File: config.mk
export PLATFORM = sky130hd
export DESIGN_NAME = response_frame_checker_top
export DESIGN_NICKNAME = d
export VERILOG_FILES = /design/src/hw/rtl/rfc_pkg.sv /design/src/hw/rtl/rfc_frame_eval.sv /design/src/hw/rtl/response_frame_checker_top.sv
export SDC_FILE = /design/constraint.sdc
export NUM_CORES = 1
export LEC_CHECK = 0
export ABC_AREA = 1
export BUFFER_PORTS_ARGS = -buffer_cell sky130_fd_sc_hd__buf_2
export CAP_MARGIN = 20
export CORE_AREA = 2 2 132 134
export CTS_CLUSTER_SIZE = 16
export DETAILED_ROUTE_END_ITERATION = 7
export DIE_AREA = 0 0 134 136
export GPL_ROUTABILITY_DRIVEN = 0
export PLACE_DENSITY_LB_ADDON = 0.08
export SYNTH_ARGS = -nofsm -noshare
export SYNTH_HDL_FRONTEND = slang
export SYNTH_SLANG_ARGS = --single-unit
File: constraint.sdc
create_clock -name clk -period 6.95 [get_ports clk]
set_input_delay 1.0425 -clock clk [delete_from_list [all_inputs] [get_ports clk]]
set_output_delay 1.0425 -clock clk [all_outputs]
set_load 0.005 [all_outputs]
File: src/hw/rtl/rfc_pkg.sv
// Package for the response frame checker: shared constants, types and the CRC step.
// Used by rfc_frame_eval and response_frame_checker_top; depends on nothing else.

package rfc_pkg;

	localparam logic [15:0] CRC_INIT      = 16'hFFFF;
	localparam logic [15:0] CRC_POLY      = 16'hA001;
	localparam logic [8:0]  COUNT_MAX     = 9'd511;
	localparam logic [7:0]  MAX_LEN_RESET = 8'd64;
	localparam int          OUT_BITS      = 56;

	typedef struct packed {
		logic [8:0]      count;
		logic [15:0]     crc;
		logic [15:0]     crc_prev;
		logic [4:0][7:0] hdr;
		logic [15:0]     snap;
		logic [15:0]     rx_crc;
		logic [7:0]      prev_byte;
	} frame_state_t;

	localparam frame_state_t FRAME_CLEAR = '{
		count:     9'd0,
		crc:       CRC_INIT,
		crc_prev:  CRC_INIT,
		hdr:       '0,
		snap:      16'd0,
		rx_crc:    16'd0,
		prev_byte: 8'd0
	};

	typedef struct packed {
		logic        accepted;
		logic        new_format;
		logic [7:0]  response_type;
		logic [7:0]  response_code;
		logic [7:0]  response_status;
		logic [7:0]  payload_length;
		logic [15:0] frame_crc;
	} verdict_t;

	function automatic logic [15:0] crc_step(input logic [15:0] crc_in, input logic [7:0] b);
		logic [15:0] c;
		c = crc_in ^ {8'd0, b};
		for (int k = 0; k < 8; k++) begin
			if (c[0]) begin
				c = (c >> 1) ^ CRC_POLY;
			end else begin
				c = c >> 1;
			end
		end
		return c;
	endfunction

endpackage

File: src/hw/rtl/rfc_frame_eval.sv
// Per-byte frame evaluation: next frame state and the end-of-frame verdict.
// Depends on rfc_pkg.

module rfc_frame_eval
	import rfc_pkg::*;
(
	input  frame_state_t st,
	input  logic [7:0]   frame_byte,
	input  logic [7:0]   max_len,
	output frame_state_t st_next,
	output verdict_t     verdict
);

	logic [8:0]  at;
	logic [9:0]  n_ext;
	logic [7:0]  dl;
	logic [7:0]  len;
	logic [7:0]  dl_new;
	logic [15:0] rx_new;
	logic        legacy_fits;
	logic        new_ok;

	always_comb begin
		st_next = st;
		for (int i = 0; i < 5; i++) begin
			if (st.count == 9'(i)) begin
				st_next.hdr[i] = frame_byte;
			end
		end
		at = 9'd4 + {1'b0, st.hdr[3]};
		if (st.count >= 9'd4) begin
			if (st.count == at) begin
				st_next.snap   = st.crc;
				st_next.rx_crc = {8'd0, frame_byte};
			end else if (st.count == at + 9'd1) begin
				st_next.rx_crc = st.rx_crc | {frame_byte, 8'd0};
			end
		end
		st_next.crc_prev  = st.crc;
		st_next.crc       = crc_step(st.crc, frame_byte);
		st_next.prev_byte = frame_byte;
		if (st.count < COUNT_MAX) begin
			st_next.count = st.count + 9'd1;
		end
	end

	always_comb begin
		n_ext  = {1'b0, st_next.count};
		dl     = st_next.hdr[3];
		len    = st_next.hdr[1];
		dl_new = st_next.hdr[4];
		rx_new = {frame_byte, st.prev_byte};
		legacy_fits = (n_ext >= 10'd6) && (n_ext >= 10'd6 + {2'b0, dl});
		new_ok = (n_ext >= 10'd7) && (n_ext == {2'b0, len} + 10'd4) && (len >= 8'd3)
			&& ({1'b0, len} == {1'b0, dl_new} + 9'd3) && (dl_new <= max_len)
			&& (st.crc_prev == rx_new);
		verdict = '0;
		if (legacy_fits && (dl > max_len)) begin
			verdict = '0;
		end else if (legacy_fits && (st_next.snap == st_next.rx_crc)) begin
			verdict.accepted        = 1'b1;
			verdict.new_format      = 1'b0;
			verdict.response_type   = st_next.hdr[0];
			verdict.response_code   = st_next.hdr[1];
			verdict.response_status = st_next.hdr[2];
			verdict.payload_length  = dl;
			verdict.frame_crc       = st_next.rx_crc;
		end else if (new_ok) begin
			verdict.accepted        = 1'b1;
			verdict.new_format      = 1'b1;
			verdict.response_type   = st_next.hdr[0];
			verdict.response_code   = st_next.hdr[2];
			verdict.response_status = st_next.hdr[3];
			verdict.payload_length  = dl_new;
			verdict.frame_crc       = rx_new;
		end
	end

endmodule

File: src/hw/rtl/response_frame_checker_top.sv
// Top level of the response frame checker: frame state, config register, result register.
// Depends on rfc_pkg and rfc_frame_eval.

// The checker takes one frame byte per cycle while s_tready is high and keeps a running
// reflected CRC-16 (polynomial 0xA001, initial value 0xFFFF) along with the header bytes it
// needs. On the byte marked tlast it gives one verdict item, registered and valid in the
// cycle after that byte is accepted; other bytes give no output item. The legacy layout is
// tried first, then the layout with a length byte. The per-byte CRC step and the length and
// CRC compares sit between the frame state and the result register. Input is taken whenever
// the result register is empty or being drained. The max data length register may only be
// written while no frame is in progress.

module response_frame_checker_top
	import rfc_pkg::*;
(
	input  logic                clk,
	input  logic                arst_n,
	input  logic                s_tvalid,
	output logic                s_tready,
	input  logic [7:0]          s_tdata,  // [7:0] frame_byte
	input  logic                s_tlast,  // end_of_frame
	output logic                m_tvalid,
	input  logic                m_tready,
	output logic [OUT_BITS-1:0] m_tdata,  // [0] accepted, [1] new_format, [9:2] response_type,
	                                      // [17:10] response_code, [25:18] response_status,
	                                      // [33:26] payload_length, [49:34] frame_crc, rest 0
	input  logic                cfg_valid,
	output logic                cfg_ready,
	input  logic [7:0]          cfg_data
);

	frame_state_t state_q;
	frame_state_t state_next;
	verdict_t     verdict;
	verdict_t     result_q;
	logic         result_valid_q;
	logic [7:0]   max_len_q;
	logic         in_fire;

	assign s_tready  = !result_valid_q || m_tready;
	assign in_fire   = s_tvalid && s_tready;
	assign cfg_ready = 1'b1;

	rfc_frame_eval u_eval (
		.st         (state_q),
		.frame_byte (s_tdata),
		.max_len    (max_len_q),
		.st_next    (state_next),
		.verdict    (verdict)
	);

	always_ff @(posedge clk or negedge arst_n) begin
		if (!arst_n) begin
			max_len_q <= MAX_LEN_RESET;
		end else if (cfg_valid && cfg_ready) begin
			max_len_q <= cfg_data;
		end
	end

	always_ff @(posedge clk or negedge arst_n) begin
		if (!arst_n) begin
			state_q <= FRAME_CLEAR;
		end else if (in_fire) begin
			state_q <= s_tlast ? FRAME_CLEAR : state_next;
		end
	end

	always_ff @(posedge clk or negedge arst_n) begin
		if (!arst_n) begin
			result_valid_q <= 1'b0;
		end else if (in_fire && s_tlast) begin
			result_valid_q <= 1'b1;
		end else if (m_tready) begin
			result_valid_q <= 1'b0;
		end
	end

	always_ff @(posedge clk) begin
		if (in_fire && s_tlast) begin
			result_q <= verdict;
		end
	end

	assign m_tvalid = result_valid_q;
	assign m_tdata  = {6'd0, result_q.frame_crc, result_q.payload_length,
		result_q.response_status, result_q.response_code, result_q.response_type,
		result_q.new_format, result_q.accepted};

endmodule
==> impl_metrics.csv, run 1 <==
group,metric,value,unit
detailed_routing,dr_wl_met2,13400,um
synthesis,ys.flop_type,"dfrtp_1",
grt,antenna_found_initial,0,
place,dp_hpwl,21500,um
detailed_routing,wl_met3,3830,um
synthesis,ys_ff_latch,175,
place,place_ws,1230,ps
power,p_int,1.99,mW
clocking,tritoncts,"yes",
timing,finalSetupViolCount,0,
timing,rsz0062_at_grt,"false",
power,p_switching,1.06,mW
detailed_routing,drc,0,
finish,syn2layout_area_growth,8.31,%
finish,final_nets,1480,
finish,layout-drive-gt1-share,0.130,
timing,hold_slack,486,ps
setup_path,cp_max_fo,49,
detailed_routing,wl_per_cell,19.0,um
finish,utilization,0.695,
grt,grt.overflow.total,0,
worst_hold_path,hold_start,"state_q[40]$_DFFE_PN0P_",
power,power_leakage,5.86,nW
clocking,cts_max_path_buffers,2,
timing,relSlewSlack,0.307,
timing,max_freq,0.166,GHz
synthesis,async_flop_share,0.714,
detailed_routing,drt_pass1_iterations,7,
setup_path,critPathArrivalTime,6160,ps
finish,fillerInstances,1402,
finish,n_antenna_cell,0,
power,power_density,261,mW/mm^2
worst_hold_path,min_path_type,"flop to flop",
synthesis,yosysSeqAreaShare,0.431,
grt,grt_pass1_wl,50400,um
clocking,clock-sinks,175,
clocking,ctsHtreeMaxLevel,4,
synthesis,synth_area,0.0108,sq mm
synthesis,syn_avg_cell_area,7.75,sq um
detailed_routing,drt_iter0_markers,1211,
timing,finalHoldViolCount,0,
synthesis,syn_inst,1396,
detailed_routing,postRouteAntennaNets,0,
grt,grt_max_degree,80,
setup_path,rr_startpoint,"state_q[114]$_DFFE_PN0P_",
power,p_comb_frac,0.267,
timing,period_share,0.865,
floorplanning,start_util,0.641,
power,swShare,0.347,
clocking,path_clk_slew,70,ps
timing,fin_skew,11.5,ps
synthesis,yosysUniqueCellTypes,43,
power,p_seq_frac,0.414,
setup_path,cp-end-kind,"flop",
synthesis,synth-edff-count,50,
run,cap_violations,0,
power,clkPwrFrac,0.318,
detailed_routing,totalWireLength,31600,um
floorplanning,core,0.0169,sq mm
clocking,cts_resized,0,
finish,final_area,0.0117,sq mm
timing,tightest_slew,1040,ps
setup_path,cp.required,7100,ps
detailed_routing,vias,10100,
detailed_routing,wl_met1,13400,um
detailed_routing,top_layer,"met4",
timing,slew_violations,0,
clocking,ctsHoldBuffers,0,
timing,period_minus_slack,6010,ps
clocking,cts_root_buffer,"clkbuf_16",
setup_path,path_class,"flop to flop",
setup_path,crit_start,"state_q[114]$_DFFE_PN0P_",
clocking,cts_buffers,17,
floorplanning,die_area,0.0182,sq mm
clocking,clkLatencyLatePin,440,ps
status,status,"finished clean",
synthesis,yosysWarnings,0,
place,dpl_cell_area,0.0111,sq mm
floorplanning,ios,81,
floorplanning,core.rowCount,48,
clocking,post_cts_buffers,0,
timing,tns,0,ps
floorplanning,die_h,136,um
power,ir_worst_vdd,0.000185,V
detailed_routing,via_per_inst,6.08,
grt,grt_pass1_vias,9222,
place,port_buffers,73,
timing,worst_slack,941,ps
setup_path,start_kind,"flop",
grt,grt_usage,0.359,
floorplanning,die_w,134,um
==> sequential cells by signal, indices dropped and copies added (netlist names) <==
name and flops:
m_tdata 50, m_tvalid 1, state_q 116, max_len_q 8
==> area by class of cell <==
cell class / count / area, sq um / area share
clock buffer: 22 / 495 / 0.0423
multi-input combinational: 936 / 4960 / 0.423
tap: 225 / 282 / 0.0240
inverter: 205 / 769 / 0.0656
clock inverter: 10 / 95.1 / 0.00811
timing repair buffer: 85 / 458 / 0.0391
sequential: 175 / 4660 / 0.398
==> cell families after synthesis <==
family | after synthesis | synth area share
buffers and inverters | 290 | 0.113
xor gates and xnor gates | 39 | 0.0316
adders and majority gates | 38 | 0.0439
muxes | 1 | 0.00104
and+or+nand+nor | 586 | 0.238
AOI/OAI and AO/OA | 265 | 0.140
DFF | 175 | 0.431
other | 2 | 0.000694
==> metrics by stage <==
| stage | cells | power (mW) |
|---|---|---|
| 3_5_place_dp | 1626 | 2.08 |
| 4_1_cts | 1658 | 3.04 |
| 3_3_place_gp | 1626 | 2.06 |
| 2_1_floorplan | 1401 | 1.85 |
| 5_1_grt | 1658 | 3.19 |
| 6_report | 1658 | 3.06 |
==> worst max-delay path, stage by stage (launching register included) <==
cell and delay [ps]:
dfrtp_1 460, nor3_1 210, nand3_1 440, nor2_1 920, nor2_1 70, a21oi_1 480, inv_1 140, nor3_1 340
nand3_1 170, xor2_1 190, ha_1 330, nand2_1 60, inv_1 50, nand2_1 50, nand2_1 50, nand2_1 50
nand2_1 50, nand2_1 50, inv_1 70, nand3_1 520, nand4_2 310, buf_4 500, a21oi_1 180
==> layout by cell type (no fill, tap or decap), drive strengths merged, types with 22 or more instances in the layout <==
cell type	Yosys	layout
dfrtp	97	97
nand3	59	59
o22ai	82	82
edfxtp	50	50
nand4	86	86
dfstp	28	28
buf	46	85
o21ai	71	71
nand2	304	304
inv	204	209
ha	38	38
clkbuf	39	22
nor2	125	125
a21oi	87	87
==> final timing paths <==
kind / slack, ps / endpoint / cells past startpoint
setup / recovery: 940 / m_tdata[20]$_SDFFCE_PP0P_ / 22
hold / removal: 490 / state_q[40]$_DFFE_PN0P_ / 2
setup reg to reg: 940 / m_tdata[20]$_SDFFCE_PP0P_ / 22
hold reg to reg: 490 / state_q[40]$_DFFE_PN0P_ / 2
max in group asynchronous: 4880 / state_q[63]$_DFFE_PN0P_ / 2
min in group asynchronous: 740 / max_len_q[5]$_DFFE_PN0P_ / 1
==> metal layers <==
layer,vias to the layer above,GRT usage
met1,4659,0.530
met3,79,0.0865
met4,0,0.127
met5,-,0
li1,4702,-
met2,645,0.515
==> power groups by stage <==
stage	Combinational (mW)	Clock, mW	Sequential [mW]
floorplan	0.585	0	1.26
global placement	0.779	0	1.28
detailed placement	0.793	0	1.28
CTS	0.800	0.974	1.26
global route	0.906	1.01	1.28
finish	0.817	0.972	1.27
==> synth_stat cells, types with 3 or more instances <==
| master | number | area, sq um |
|---|---|---|
| o22ai_1 | 82 | 513 |
| a21oi_2 | 5 | 43.8 |
| buf_2 | 20 | 100 |
| inv_2 | 15 | 56.3 |
| a22oi_1 | 17 | 128 |
| nand2_2 | 3 | 18.8 |
| nor2_2 | 7 | 43.8 |
| nand2_1 | 301 | 1130 |
| o211ai_1 | 4 | 30.0 |
| xor2_1 | 20 | 175 |
| o21ai_0 | 48 | 240 |
| clkbuf_1 | 39 | 146 |
| buf_6 | 7 | 78.8 |
| o21ai_1 | 21 | 105 |
| xnor2_1 | 19 | 166 |
| buf_1 | 3 | 11.3 |
| nor3_1 | 4 | 20.0 |
| inv_1 | 189 | 709 |
| nand3_1 | 57 | 285 |
| nand4_1 | 85 | 532 |
| nor2_1 | 116 | 435 |
| or2_2 | 3 | 18.8 |
| ha_1 | 38 | 475 |
| dfstp_2 | 28 | 736 |
| a21oi_1 | 82 | 410 |
| buf_4 | 16 | 120 |
| edfxtp_1 | 50 | 1500 |
| dfrtp_1 | 97 | 2430 |
No activity file was read; power rests on OpenSTA's default activity.
==> inputs of run 2 (changes only) <==
--- a/config.mk
+++ b/config.mk
@@ -13,6 +13,7 @@
 export DETAILED_ROUTE_END_ITERATION = 7
 export DIE_AREA = 0 0 134 136
 export GPL_ROUTABILITY_DRIVEN = 0
+export MAX_ROUTING_LAYER = met4
 export PLACE_DENSITY_LB_ADDON = 0.08
 export SYNTH_ARGS = -nofsm -noshare
 export SYNTH_HDL_FRONTEND = slang
==> impl_metrics.csv, run 2 (synthesis results as in run 1) <==
group,metric,value,unit
place,place_ws,1230,ps
timing,tns,0,ps
timing,relSlewSlack,0.306,
grt,grt_pass1_wl,50400,um
setup_path,cp_num_buf_inv,4,
finish,multi_input_area,0.00496,sq mm
setup_path,cpMostUsedCell,"nand2_1",
clocking,cts_resized,0,
timing,slew_violations,0,
setup_path,cp_slowest_cell,"nor2_1",
setup_path,cp.required,7100,ps
detailed_routing,postRouteAntennaNets,0,
status,status,"finished clean",
grt,grt_max_degree,80,
finish,regArea,0.00466,sq mm
power,clkPwrFrac,0.319,
clocking,clock-sinks,175,
grt,grt_usage,0.370,
timing,finalHoldViolCount,0,
floorplanning,die_w,134,um
setup_path,cp.depth,22,
place,dpl_cell_area,0.0111,sq mm
finish,n_antenna_cell,0,
finish,layout-drive-gt1-share,0.130,
power,ir_worst_vdd,0.000187,V
detailed_routing,via_per_inst,6.11,
finish,syn2layout_area_growth,8.31,%
setup_path,path_delay_family,"simple AND/OR/NAND/NOR gates",
timing,max_freq,0.165,GHz
floorplanning,core.rowCount,48,
setup_path,path_class,"flop to flop",
setup_path,start_kind,"flop",
worst_hold_path,min_path_type,"flop to flop",
detailed_routing,drc,0,
detailed_routing,drt_pass1_iterations,8,
timing,tightest_slew,1040,ps
power,p_switching,1.07,mW
floorplanning,die_h,136,um
finish,regMostFlops,"state_q",
floorplanning,ios,81,
clocking,post_cts_buffers,0,
run,cap_violations,0,
power,swShare,0.348,
clocking,tritoncts,"yes",
timing,period_share,0.870,
timing,fin_skew,8.50,ps
finish,final_nets,1480,
detailed_routing,drt_iter0_markers,1320,
setup_path,cpPeakStageDelay,930,ps
worst_hold_path,whs_path_depth,2,
power,p_comb_frac,0.268,
clocking,clkLatencyLatePin,440,ps
floorplanning,start_util,0.641,
setup_path,cp_max_fo,49,
setup_path,critPathArrivalTime,6200,ps
power,power_density,261,mW/mm^2
power,p_seq_frac,0.414,
clocking,path_clk_slew,70,ps
clocking,ctsHtreeMaxLevel,4,
setup_path,rr_worst_depth,22,
finish,final_cell_mix,"nand2_1 (301), inv_1 (188), nor2_1 (115)",
finish,largest_register_ffs,116,
clocking,ctsHoldBuffers,0,
place,port_buffers,73,
finish,final_area,0.0117,sq mm
floorplanning,die_area,0.0182,sq mm
grt,grt.overflow.total,0,
timing,rsz0062_at_grt,"false",
power,p_int,1.99,mW
power,power_leakage,5.86,nW
timing,finalSetupViolCount,0,
place,dp_hpwl,21500,um
finish,final_common_cell,"nand2_1",
grt,antenna_found_initial,0,
finish,fillerInstances,1402,
timing,period_minus_slack,6050,ps
grt,grt_pass1_vias,9214,
detailed_routing,totalWireLength,31500,um
finish,fin_cells,1658,
setup_path,path_cells,"nor3_1, nand3_1, nor2_1, nor2_1, a21oi_1, inv_1, nor3_1, nand3_1, xor2_1, ha_1, nand2_1, inv_1, nand2_1, nand2_1, nand2_1, nand2_1, nand2_1, inv_1, nand3_1, nand4_2, buf_4, a21oi_1",
clocking,cts_buffers,17,
clocking,cts_max_path_buffers,2,
detailed_routing,wl_per_cell,19.0,um
floorplanning,core,0.0169,sq mm
detailed_routing,vias,10100,
clocking,cts_root_buffer,"clkbuf_16",
setup_path,cp-end-kind,"flop",
timing,worst_slack,902,ps
place,post-place-cells,1626,
-- run 2: cell counts in the layout (fill, tap and decap cells not counted) --
No cell type changed its count.
-- run 2: layout make-up --
cell class	instances	share of cell area
Sequential cell	175	0.398
Inverter	205	0.0656
Multi-Input combinational cell	936	0.423
Clock buffer	22	0.0423
Tap cell	225	0.0240
Timing Repair Buffer	85	0.0391
Clock inverter	10	0.00811
-- run 2: power groups by stage --
| stage | combinational [mW] | sequential, mW | clock, mW |
|---|---|---|---|
| final | 0.819 | 1.27 | 0.976 |
| after global routing | 0.906 | 1.28 | 1.01 |
| after CTS | 0.800 | 1.26 | 0.974 |
| after detailed placement | 0.793 | 1.28 | 0 |
| after global placement | 0.779 | 1.28 | 0 |
| after floorplan | 0.585 | 1.26 | 0 |
-- run 2: metal layers --
layer  global-route usage  part of all wire  vias to the layer above
met5                    -                 0                        -
met4                0.128             0.027                        0
met3               0.0779              0.12                       66
met2                0.518              0.43                      640
met1                0.533              0.43                     4709
li1                     -                 -                     4716
-- run 2: metrics by stage --
step	power [mW]	utilization	hold slack [ps]
global route	3.19	0.695	503
finish	3.06	0.695	483
detailed placement	2.08	0.660	472
floorplan	1.85	-	448
global placement	2.06	0.660	462
CTS	3.04	0.695	484
-- run 2: worst reg2reg max path, stage by stage, from the launching register on --
cell	delay (ps)
dfrtp_1	460
nor3_1	210
nand3_1	450
nor2_1	940
nor2_1	80
a21oi_1	490
inv_1	150
nor3_1	340
nand3_1	170
xor2_1	190
ha_1	330
nand2_1	60
inv_1	50
nand2_1	50
nand2_1	50
nand2_1	50
nand2_1	50
nand2_1	50
inv_1	70
nand3_1	500
nand4_2	310
buf_4	500
a21oi_1	220
-- run 2: worst paths after layout --
path | from | endpoint | slack (ps)
max | state_q[114]$_DFFE_PN0P_ | m_tdata[20]$_SDFFCE_PP0P_ | 900
min | state_q[88]$_DFFE_PN1P_ | state_q[88]$_DFFE_PN1P_ | 480
max reg2reg | state_q[114]$_DFFE_PN0P_ | m_tdata[20]$_SDFFCE_PP0P_ | 900
min reg2reg | state_q[88]$_DFFE_PN1P_ | state_q[88]$_DFFE_PN1P_ | 480
max in group asynchronous | arst_n | state_q[63]$_DFFE_PN0P_ | 4910
min in group asynchronous | arst_n | max_len_q[5]$_DFFE_PN0P_ | 730
